### config.mk
export PLATFORM = sky130hd
export DESIGN_NAME = integer_matrix_multiply_top
export DESIGN_NICKNAME = d
export VERILOG_FILES = /design/src/rtl/imm_pkg.sv /design/src/rtl/imm_ram.sv /design/src/rtl/imm_mac.sv /design/src/rtl/integer_matrix_multiply_top.sv
export VERILOG_INCLUDE_DIRS = /design/src /design/src/rtl
export SDC_FILE = /design/constraint.sdc
export NUM_CORES = 2
export LEC_CHECK = 0
export ABC_AREA = 1
export BUFFER_PORTS_ARGS = -buffer_cell sky130_fd_sc_hd__buf_2
export CAP_MARGIN = 40
export CORE_ASPECT_RATIO = 1.1
export CORE_MARGIN = 1.5
export CORE_UTILIZATION = 35
export CTS_BUF_LIST = sky130_fd_sc_hd__clkbuf_8
export DETAILED_ROUTE_END_ITERATION = 12
export PLACE_DENSITY = 0.5
export SETUP_SLACK_MARGIN = 0.5
export SLEW_MARGIN = 25
export SYNTH_ARGS = -nofsm -noshare
export SYNTH_HDL_FRONTEND = slang
export SYNTH_SLANG_ARGS = --single-unit
### constraint.sdc
create_clock -name clk -period 5.3 [get_ports clk]
set_clock_uncertainty 0.1 [all_clocks]
set_input_delay 0.53 -clock clk [delete_from_list [all_inputs] [get_ports clk]]
set_output_delay 0.53 -clock clk [all_outputs]
set_load 0.02 [all_outputs]
### src/rtl/integer_matrix_multiply_top_defines.svh
// Assertion macros shared by the matrix multiplier RTL.
// Each macro checks a property on the rising edge of the given clock and is
// disabled while the given reset is high.
`ifndef INTEGER_MATRIX_MULTIPLY_TOP_DEFINES_SVH
`define INTEGER_MATRIX_MULTIPLY_TOP_DEFINES_SVH

`ifndef SYNTHESIS

// Condition a implies condition b in the same cycle.
`define IMM_ASSERT_IMPLIES(label, clk, rst, a, b) \
  label: assert property (@(posedge clk) disable iff (rst) (a) |-> (b)) \
    else $error("matrix multiplier: implication check failed");

// Condition a implies condition b in the following cycle.
`define IMM_ASSERT_NEXT(label, clk, rst, a, b) \
  label: assert property (@(posedge clk) disable iff (rst) (a) |=> (b)) \
    else $error("matrix multiplier: next-cycle check failed");

`else

`define IMM_ASSERT_IMPLIES(label, clk, rst, a, b)
`define IMM_ASSERT_NEXT(label, clk, rst, a, b)

`endif

`endif

### src/rtl/imm_pkg.sv
package imm_pkg;

  // Fixed field widths of the request and result channels.
  localparam int OPCODE_BITS    = 2;
  localparam int INDEX_BITS     = 3;
  localparam int ELEMENT_BITS   = 16;
  localparam int PV_BITS        = 35;
  localparam int CFG_DATA_BITS  = 4;
  localparam int CFG_INDEX_BITS = 3;

  // Request opcodes.
  localparam logic [OPCODE_BITS-1:0] OP_LOAD_A  = 2'd0;
  localparam logic [OPCODE_BITS-1:0] OP_LOAD_B  = 2'd1;
  localparam logic [OPCODE_BITS-1:0] OP_COMPUTE = 2'd2;

  // Configuration register indexes.
  localparam logic [CFG_INDEX_BITS-1:0] CFG_ROWS_A = 3'd0;
  localparam logic [CFG_INDEX_BITS-1:0] CFG_COLS_A = 3'd1;
  localparam logic [CFG_INDEX_BITS-1:0] CFG_ROWS_B = 3'd2;
  localparam logic [CFG_INDEX_BITS-1:0] CFG_COLS_B = 3'd3;

  // Sequencer states.
  typedef enum logic [1:0] {
    ST_IDLE,
    ST_ISSUE,
    ST_WAIT,
    ST_ERROR
  } state_t;

  // Tag that travels with each multiply-accumulate operand pair.
  typedef struct packed {
    logic valid;
    logic first;
    logic last;
  } mac_tag_t;

endpackage

### src/rtl/imm_ram.sv
module imm_ram #(
  parameter int DEPTH = 64,
  parameter int WIDTH = 16
) (
  input  logic                     clk,
  input  logic                     we,
  input  logic [$clog2(DEPTH)-1:0] waddr,
  input  logic [WIDTH-1:0]         wdata,
  input  logic                     re,
  input  logic [$clog2(DEPTH)-1:0] raddr,
  output logic [WIDTH-1:0]         rdata
);

  logic [WIDTH-1:0] mem [DEPTH];

  // Single write port.
  always_ff @(posedge clk) begin
    if (we) begin
      mem[waddr] <= wdata;
    end
  end

  // Registered read port.
  always_ff @(posedge clk) begin
    if (re) begin
      rdata <= mem[raddr];
    end
  end

endmodule

### src/rtl/imm_mac.sv
module imm_mac #(
  parameter int ELEM_BITS = 16
) (
  input  logic                                clk,
  input  logic                                rst,
  input  imm_pkg::mac_tag_t                   issue_tag,
  input  logic [ELEM_BITS-1:0]                a_data,
  input  logic [ELEM_BITS-1:0]                b_data,
  output logic signed [imm_pkg::PV_BITS-1:0]  acc,
  output logic                                done
);

  localparam int PW = 2 * ELEM_BITS;

  imm_pkg::mac_tag_t      tag_rd;
  imm_pkg::mac_tag_t      tag_mul;
  logic signed [PW-1:0]   prod;
  logic signed [63:0]     prod_ext;

  // Tags follow the memory read latency, then the multiplier stage.
  always_ff @(posedge clk) begin
    if (rst) begin
      tag_rd  <= '0;
      tag_mul <= '0;
      done    <= 1'b0;
    end else begin
      tag_rd  <= issue_tag;
      tag_mul <= tag_rd;
      done    <= tag_mul.valid && tag_mul.last;
    end
  end

  // Multiplier stage on the registered memory data.
  always_ff @(posedge clk) begin
    if (tag_rd.valid) begin
      prod <= $signed(a_data) * $signed(b_data);
    end
  end

  // The sum wraps at the result width.
  assign prod_ext = 64'(prod);

  // Accumulator stage; the first term of an element restarts the sum.
  always_ff @(posedge clk) begin
    if (tag_mul.valid) begin
      if (tag_mul.first) begin
        acc <= prod_ext[imm_pkg::PV_BITS-1:0];
      end else begin
        acc <= acc + prod_ext[imm_pkg::PV_BITS-1:0];
      end
    end
  end

endmodule

### src/rtl/integer_matrix_multiply_top.sv
// Load requests are accepted back to back.
// A compute request stalls the request channel until its last result has been
// emitted: each product element issues cols_a reads, one a cycle, from the two
// element memories, then drains the read, multiply and accumulate stages.
// A dimension error returns its single result through the error state and the result register.
// Reset clears control state and sets all dimensions to 1; memory is not cleared.
`include "integer_matrix_multiply_top_defines.svh"

module integer_matrix_multiply_top #(
  parameter int MAX_DIM   = 8,
  parameter int ELEM_BITS = 16
) (
  input  logic                                     clk,
  input  logic                                     rst,
  // Configuration write port.
  input  logic                                     cfg_we,
  input  logic [imm_pkg::CFG_INDEX_BITS-1:0]       cfg_index,
  input  logic [imm_pkg::CFG_DATA_BITS-1:0]        cfg_data,
  // Request channel.
  input  logic                                     cmd_valid,
  output logic                                     cmd_stall,
  input  logic [imm_pkg::OPCODE_BITS-1:0]          opcode,
  input  logic [imm_pkg::INDEX_BITS-1:0]           row_index,
  input  logic [imm_pkg::INDEX_BITS-1:0]           col_index,
  input  logic signed [imm_pkg::ELEMENT_BITS-1:0]  element,
  // Result channel.
  output logic                                     res_valid,
  input  logic                                     res_stall,
  output logic signed [imm_pkg::PV_BITS-1:0]       product_value,
  output logic [imm_pkg::INDEX_BITS-1:0]           out_row,
  output logic [imm_pkg::INDEX_BITS-1:0]           out_col,
  output logic                                     dim_error,
  output logic                                     last
);

  localparam int DEPTH = MAX_DIM * MAX_DIM;
  localparam int AW    = $clog2(DEPTH);
  localparam int IW    = $clog2(MAX_DIM);
  localparam int DW    = $clog2(MAX_DIM + 1);

  imm_pkg::state_t state;
  imm_pkg::state_t state_next;

  logic [imm_pkg::CFG_DATA_BITS-1:0] rows_a;
  logic [imm_pkg::CFG_DATA_BITS-1:0] cols_a;
  logic [imm_pkg::CFG_DATA_BITS-1:0] rows_b;
  logic [imm_pkg::CFG_DATA_BITS-1:0] cols_b;
  logic [DW-1:0] ra;
  logic [DW-1:0] ca;
  logic [DW-1:0] rb;
  logic [DW-1:0] cb;

  logic [IW-1:0] i;
  logic [IW-1:0] j;
  logic [IW-1:0] k;

  logic cmd_accept;
  logic compute_req;
  logic load_in_range;
  logic we_a;
  logic we_b;
  logic [AW-1:0] load_addr;
  logic [ELEM_BITS+imm_pkg::ELEMENT_BITS-1:0] element_wide;
  logic [ELEM_BITS-1:0] load_data;

  logic issue;
  logic last_k;
  logic last_elem;
  logic elem_ready;
  logic slot_free;
  logic emit_elem;
  logic emit_err;
  logic acc_done;
  logic [AW-1:0] addr_a;
  logic [AW-1:0] addr_b;
  logic [ELEM_BITS-1:0] a_data;
  logic [ELEM_BITS-1:0] b_data;
  imm_pkg::mac_tag_t issue_tag;
  logic signed [imm_pkg::PV_BITS-1:0] mac_acc;
  logic mac_done;

  // Clamp a dimension register into 1..MAX_DIM.
  function automatic logic [DW-1:0] sat_dim(input logic [imm_pkg::CFG_DATA_BITS-1:0] d);
    logic [DW-1:0] r;
    if (d == '0) begin
      r = DW'(1);
    end else if (int'(d) > MAX_DIM) begin
      r = DW'(MAX_DIM);
    end else begin
      r = DW'(d);
    end
    return r;
  endfunction

  assign ra = sat_dim(rows_a);
  assign ca = sat_dim(cols_a);
  assign rb = sat_dim(rows_b);
  assign cb = sat_dim(cols_b);

  // Configuration registers.
  always_ff @(posedge clk) begin
    if (rst) begin
      rows_a <= 4'd1;
      cols_a <= 4'd1;
      rows_b <= 4'd1;
      cols_b <= 4'd1;
    end else if (cfg_we) begin
      case (cfg_index)
        imm_pkg::CFG_ROWS_A: rows_a <= cfg_data;
        imm_pkg::CFG_COLS_A: cols_a <= cfg_data;
        imm_pkg::CFG_ROWS_B: rows_b <= cfg_data;
        imm_pkg::CFG_COLS_B: cols_b <= cfg_data;
        default: ;
      endcase
    end
  end

  // Request decode and element loads.
  assign cmd_accept    = cmd_valid && !cmd_stall;
  assign compute_req   = cmd_accept && (opcode == imm_pkg::OP_COMPUTE);
  assign load_in_range = (int'(row_index) < MAX_DIM) && (int'(col_index) < MAX_DIM);
  assign we_a = cmd_accept && (opcode == imm_pkg::OP_LOAD_A) && load_in_range;
  assign we_b = cmd_accept && (opcode == imm_pkg::OP_LOAD_B) && load_in_range;
  assign load_addr    = AW'(int'(row_index) * MAX_DIM + int'(col_index));
  assign element_wide = {ELEM_BITS'(0), element};
  assign load_data    = element_wide[ELEM_BITS-1:0];

  // Read addresses for the current term of the dot product.
  assign addr_a = AW'(int'(i) * MAX_DIM + int'(k));
  assign addr_b = AW'(int'(k) * MAX_DIM + int'(j));

  imm_ram #(
    .DEPTH (DEPTH),
    .WIDTH (ELEM_BITS)
  ) u_store_a (
    .clk   (clk),
    .we    (we_a),
    .waddr (load_addr),
    .wdata (load_data),
    .re    (issue),
    .raddr (addr_a),
    .rdata (a_data)
  );

  imm_ram #(
    .DEPTH (DEPTH),
    .WIDTH (ELEM_BITS)
  ) u_store_b (
    .clk   (clk),
    .we    (we_b),
    .waddr (load_addr),
    .wdata (load_data),
    .re    (issue),
    .raddr (addr_b),
    .rdata (b_data)
  );

  // Multiply-accumulate pipeline.
  assign issue_tag.valid = issue;
  assign issue_tag.first = (k == '0);
  assign issue_tag.last  = last_k;

  imm_mac #(
    .ELEM_BITS (ELEM_BITS)
  ) u_mac (
    .clk       (clk),
    .rst       (rst),
    .issue_tag (issue_tag),
    .a_data    (a_data),
    .b_data    (b_data),
    .acc       (mac_acc),
    .done      (mac_done)
  );

  // Walk position flags.
  assign last_k     = (DW'(k) + DW'(1)) == ca;
  assign last_elem  = ((DW'(i) + DW'(1)) == ra) && ((DW'(j) + DW'(1)) == cb);
  assign elem_ready = acc_done || mac_done;
  assign slot_free  = !res_valid || !res_stall;

  // Next-state logic.
  always_comb begin
    state_next = state;
    case (state)
      imm_pkg::ST_IDLE: begin
        if (compute_req) begin
          state_next = (rb != ca) ? imm_pkg::ST_ERROR : imm_pkg::ST_ISSUE;
        end
      end
      imm_pkg::ST_ISSUE: begin
        if (last_k) begin
          state_next = imm_pkg::ST_WAIT;
        end
      end
      imm_pkg::ST_WAIT: begin
        if (elem_ready && slot_free) begin
          state_next = last_elem ? imm_pkg::ST_IDLE : imm_pkg::ST_ISSUE;
        end
      end
      imm_pkg::ST_ERROR: begin
        if (slot_free) begin
          state_next = imm_pkg::ST_IDLE;
        end
      end
      default: state_next = imm_pkg::ST_IDLE;
    endcase
  end

  // State outputs.
  always_comb begin
    cmd_stall = 1'b1;
    issue     = 1'b0;
    emit_elem = 1'b0;
    emit_err  = 1'b0;
    case (state)
      imm_pkg::ST_IDLE:  cmd_stall = 1'b0;
      imm_pkg::ST_ISSUE: issue = 1'b1;
      imm_pkg::ST_WAIT:  emit_elem = elem_ready && slot_free;
      imm_pkg::ST_ERROR: emit_err = slot_free;
      default: ;
    endcase
  end

  always_ff @(posedge clk) begin
    if (rst) begin
      state <= imm_pkg::ST_IDLE;
    end else begin
      state <= state_next;
    end
  end

  // Row, column and term counters.
  always_ff @(posedge clk) begin
    if (rst) begin
      i <= '0;
      j <= '0;
      k <= '0;
    end else if (compute_req) begin
      i <= '0;
      j <= '0;
      k <= '0;
    end else if (issue) begin
      k <= last_k ? '0 : k + IW'(1);
    end else if (emit_elem) begin
      if ((DW'(j) + DW'(1)) == cb) begin
        j <= '0;
        i <= i + IW'(1);
      end else begin
        j <= j + IW'(1);
      end
    end
  end

  // Holds a finished sum until the result register is free.
  always_ff @(posedge clk) begin
    if (rst) begin
      acc_done <= 1'b0;
    end else if (emit_elem) begin
      acc_done <= 1'b0;
    end else if (mac_done) begin
      acc_done <= 1'b1;
    end
  end

  // Result register valid.
  always_ff @(posedge clk) begin
    if (rst) begin
      res_valid <= 1'b0;
    end else if (emit_elem || emit_err) begin
      res_valid <= 1'b1;
    end else if (!res_stall) begin
      res_valid <= 1'b0;
    end
  end

  // Result register payload.
  always_ff @(posedge clk) begin
    if (emit_elem) begin
      product_value <= mac_acc;
      out_row       <= imm_pkg::INDEX_BITS'(i);
      out_col       <= imm_pkg::INDEX_BITS'(j);
      dim_error     <= 1'b0;
      last          <= last_elem;
    end else if (emit_err) begin
      product_value <= '0;
      out_row       <= '0;
      out_col       <= '0;
      dim_error     <= 1'b1;
      last          <= 1'b1;
    end
  end

  // A sum completes only while the sequencer waits for it.
  `IMM_ASSERT_IMPLIES(a_done_in_wait, clk, rst, mac_done, state == imm_pkg::ST_WAIT)
  // No finished sum is pending while the next element is being issued.
  `IMM_ASSERT_IMPLIES(a_issue_clean, clk, rst, state == imm_pkg::ST_ISSUE, !acc_done && !mac_done)
  // An error result is always the single, final, zeroed result.
  `IMM_ASSERT_IMPLIES(a_error_form, clk, rst, res_valid && dim_error, last && (product_value == '0))
  // An emitted element or error result always sets the result valid register.
  `IMM_ASSERT_NEXT(a_emit_shows, clk, rst, emit_elem || emit_err, res_valid)

endmodule
==> impl_metrics.py <==
metrics = {
    "routing": {
        "ant_nets": 0,
        "drc": 0,
        "vias": 68683,
        "vias_per_cell": 5.09,
        "drt_iter0_markers": 5890,
        "wirelength_mm": 318,
        "wl_per_cell_um": 23.6,
        "first_pass_iters": 6,
    },
    "logic_synthesis": {
        "synth_edf_count": 2189,
        "yosys-top-cells-area": "edfxtp_1, nand2_1, fa_1",
        "synth_nets": 9303,
        "synth_top_area_share_pct": 64.9,
        "yosysWarnings": 0,
        "synth_cells": 8884,
        "syn-mean-instance-area_um2": 11.4,
        "ys_async_sr_fraction_pct": 0,
        "ys_top_cells_by_count": "edfxtp_1, nand2_1, nor2_1, o21ai_0, inv_1",
        "ys_ff_latch": 2226,
        "ys_seq_area_share_pct": 65.7,
        "synth.most_common_cell": "edfxtp_1",
        "syn_area_um2": 101000,
        "ys_types": 40,
        "synth_ff_type": "edfxtp_1",
        "synth_area_leader_cell": "edfxtp_1",
    },
    "cells_and_area": {
        "area_delta_synth_final_pct": 16.0,
        "fin_util_pct": 40.9,
        "drive_gt1_share_pct": 13.6,
        "fillers": 27515,
        "nNetsFinal": 9768,
    },
    "floorplan": {
        "initial_utilization_pct": 35.3,
        "rows": 206,
        "die-area_um2": 293000,
        "die_h_um": 567,
        "ios": 81,
        "die_w_um": 516,
        "core_um2": 287000,
    },
    "setup_path": {
        "slowest_stage": "fa_2",
        "endpoint_kind": "register",
        "worst-path-buf-inv": 7,
        "critPathMaxFanout": 7,
        "crit_arrival_ps": 6220,
        "slowest_delay_ps": 630,
        "cp.required_ps": 5950,
        "crit_chain": "buf_6 > nand2_2 > inv_2 > fa_2 > buf_4 > buf_6 > fa_1 > fa_2 > fa_1 > fa_1 > inv_1 > fa_1 > inv_2 > ha_4 > nand2_4 > nor2_4 > inv_4 > nor3_4 > nand3_1 > o211ai_1 > xor2_1",
        "crit_family": "adder cells",
        "path_common_cell": "fa_1",
        "crit_type": "register to register",
        "cp-start-kind": "register",
    },
    "cts": {
        "clk_pin_slew_ps": 90,
        "cts_root_buf": "clkbuf_8",
        "cts_tree": "done",
        "clock_path_buffers": 4,
        "cts-buffers-inserted": 375,
        "clock_latency_ps": 1030,
        "cts_max_level": 5,
        "clock_sinks": 2226,
    },
    "run_status": {
        "violations": "setup timing",
        "outcome": "complete, but fails checks",
    },
    "sta": {
        "timing.fmax_mhz": 180,
        "worst_slew_pin_slew_ps": 970,
        "finalHoldViolCount": 0,
        "rsz0062_at_grt": "true",
        "setup_slack_ps": -264,
        "slew_headroom_pct": 35.4,
        "fin_crit_sh_pct": 105,
        "report.final.slew_viol_count": 0,
        "setup_viol": 18,
        "fin_crit_ps": 5560,
    },
    "grt": {
        "grt_first_pass_wirelength_mm": 464,
        "antenna_found_initial": 18,
        "grt_pass1_vias": 68543,
        "grt_max_degree": 146,
        "grt_remaining_overflow": 0,
        "grtUsageTotal_pct": 21.3,
    },
    "placed_design": {
        "routabilityCongestion": 0.870,
        "dp_hpwl_mm": 193,
        "dpl_worst_slack_ps": -404,
        "port_buffers": 80,
    },
    "flow_run": {
        "maxCapViolCount": 0,
    },
    "hold_path": {
        "hp-class": "input pin to register",
    },
}
==> sequential cells by signal, summed over array words and instances, names as in the netlist, 2 cells and up <==
signal and cells:
i 3, u_store_a.rdata 16, j 3, out_row 3, k 3, rows_b 4, cols_b 4, u_store_a.mem 1024
u_store_b.mem 1024, u_mac.tag_rd 3, state 2, cols_a 4, product_value 35, u_mac.acc 35, out_col 3, u_mac.prod 32
u_store_b.rdata 16, u_mac.tag_mul 3, rows_a 4
==> worst reg2reg max path, stage by stage, from the launching register on <==
cell      delay [ps]
edfxtp_1         380
buf_6            150
nand2_2           70
inv_2             40
fa_2             630
buf_4            130
buf_6             80
fa_1             420
fa_2             560
fa_1             430
fa_1             510
inv_1             60
fa_1             490
inv_2             50
ha_4             310
nand2_4           90
nor2_4           130
inv_4             60
nor3_4           190
nand3_1          100
o211ai_1         220
xor2_1            90
==> final cells by class <==
type,instances,area [um2],share of cell area (%)
Sequential cell,2226,66500,56.6
Multi-Input combinational cell,5567,31900,27.2
Timing Repair Buffer,576,5360,4.57
Clock buffer,382,5260,4.48
Tap cell,3848,4810,4.10
Inverter,603,2310,1.97
Clock inverter,266,1250,1.07
Antenna cell,13,32.5,0.0277
==> kinds of logic after synthesis <==
logic type | after synthesis | synth area share [%]
xor gates and xnor gates | 43 | 0.372
AOI/OAI and AO/OA | 1660 | 8.99
buffers and inverters | 1091 | 4.40
and+or+nand+nor | 3385 | 13.0
adders and majority gates | 383 | 6.68
DFF | 2226 | 65.7
muxes | 96 | 0.949
==> through the flow <==
| step | instance area, um2 | TNS [ps] | hold WS [ps] | cells |
|---|---|---|---|---|
| after CTS | 117000 | -1970 | 3.87 | 13433 |
| after floorplan | 102000 | 0 | 288 | 8884 |
| after global placement | 109000 | -4940 | 300 | 12721 |
| after global routing | 117000 | -5820 | 195 | 13474 |
| after detailed placement | 109000 | -5640 | 294 | 12726 |
| final | 117000 | -2520 | 209 | 13481 |
==> final timing paths <==
kind | from | to | slack, ps | cells after the start
worst max-delay path | u_store_a.rdata[15] | u_mac.prod[25] | -260 | 21
worst min-delay path | col_index[1] | u_store_a.mem[17][13] | 210 | 5
worst max register to register | u_store_a.rdata[15] | u_mac.prod[25] | -260 | 21
worst min register to register | u_mac.tag_rd[1] | u_mac.tag_mul[1] | 300 | 2
==> layer usage <==
layer  global-route usage [%]  vias to the layer above  wire length, um
li1                         -                    31528                -
met1                     28.2                    34420           136000
met2                     35.5                     2255           152000
met3                     3.49                      472            19800
met4                     7.07                        8            10400
met5                        0                        -               55
==> cells in the final DEF, fill, tap and decap left out, types with 170 or more instances in the layout <==
master    instances
buf_4           342
nand3_1         170
inv_1           672
o22ai_1         256
clkbuf_8        382
fa_1            248
edfxtp_1       2189
o21ai_0         765
nor2_1         1006
nand2_1        1992
a21oi_1         345
==> what timing repair did <==
action                                  CTS  global route
gates cloned                              1             2
endpoints found under the setup margin   25            25
hold buffers                             30             2
pin swaps                                89            87
buffers inserted                         28            21
endpoints found under the hold margin   553            72
gates resized for setup                 200           119
Power is left out: the tool's default activity adds up to more than one toggle a clock period on the data nets, which glitch-free logic cannot reach.
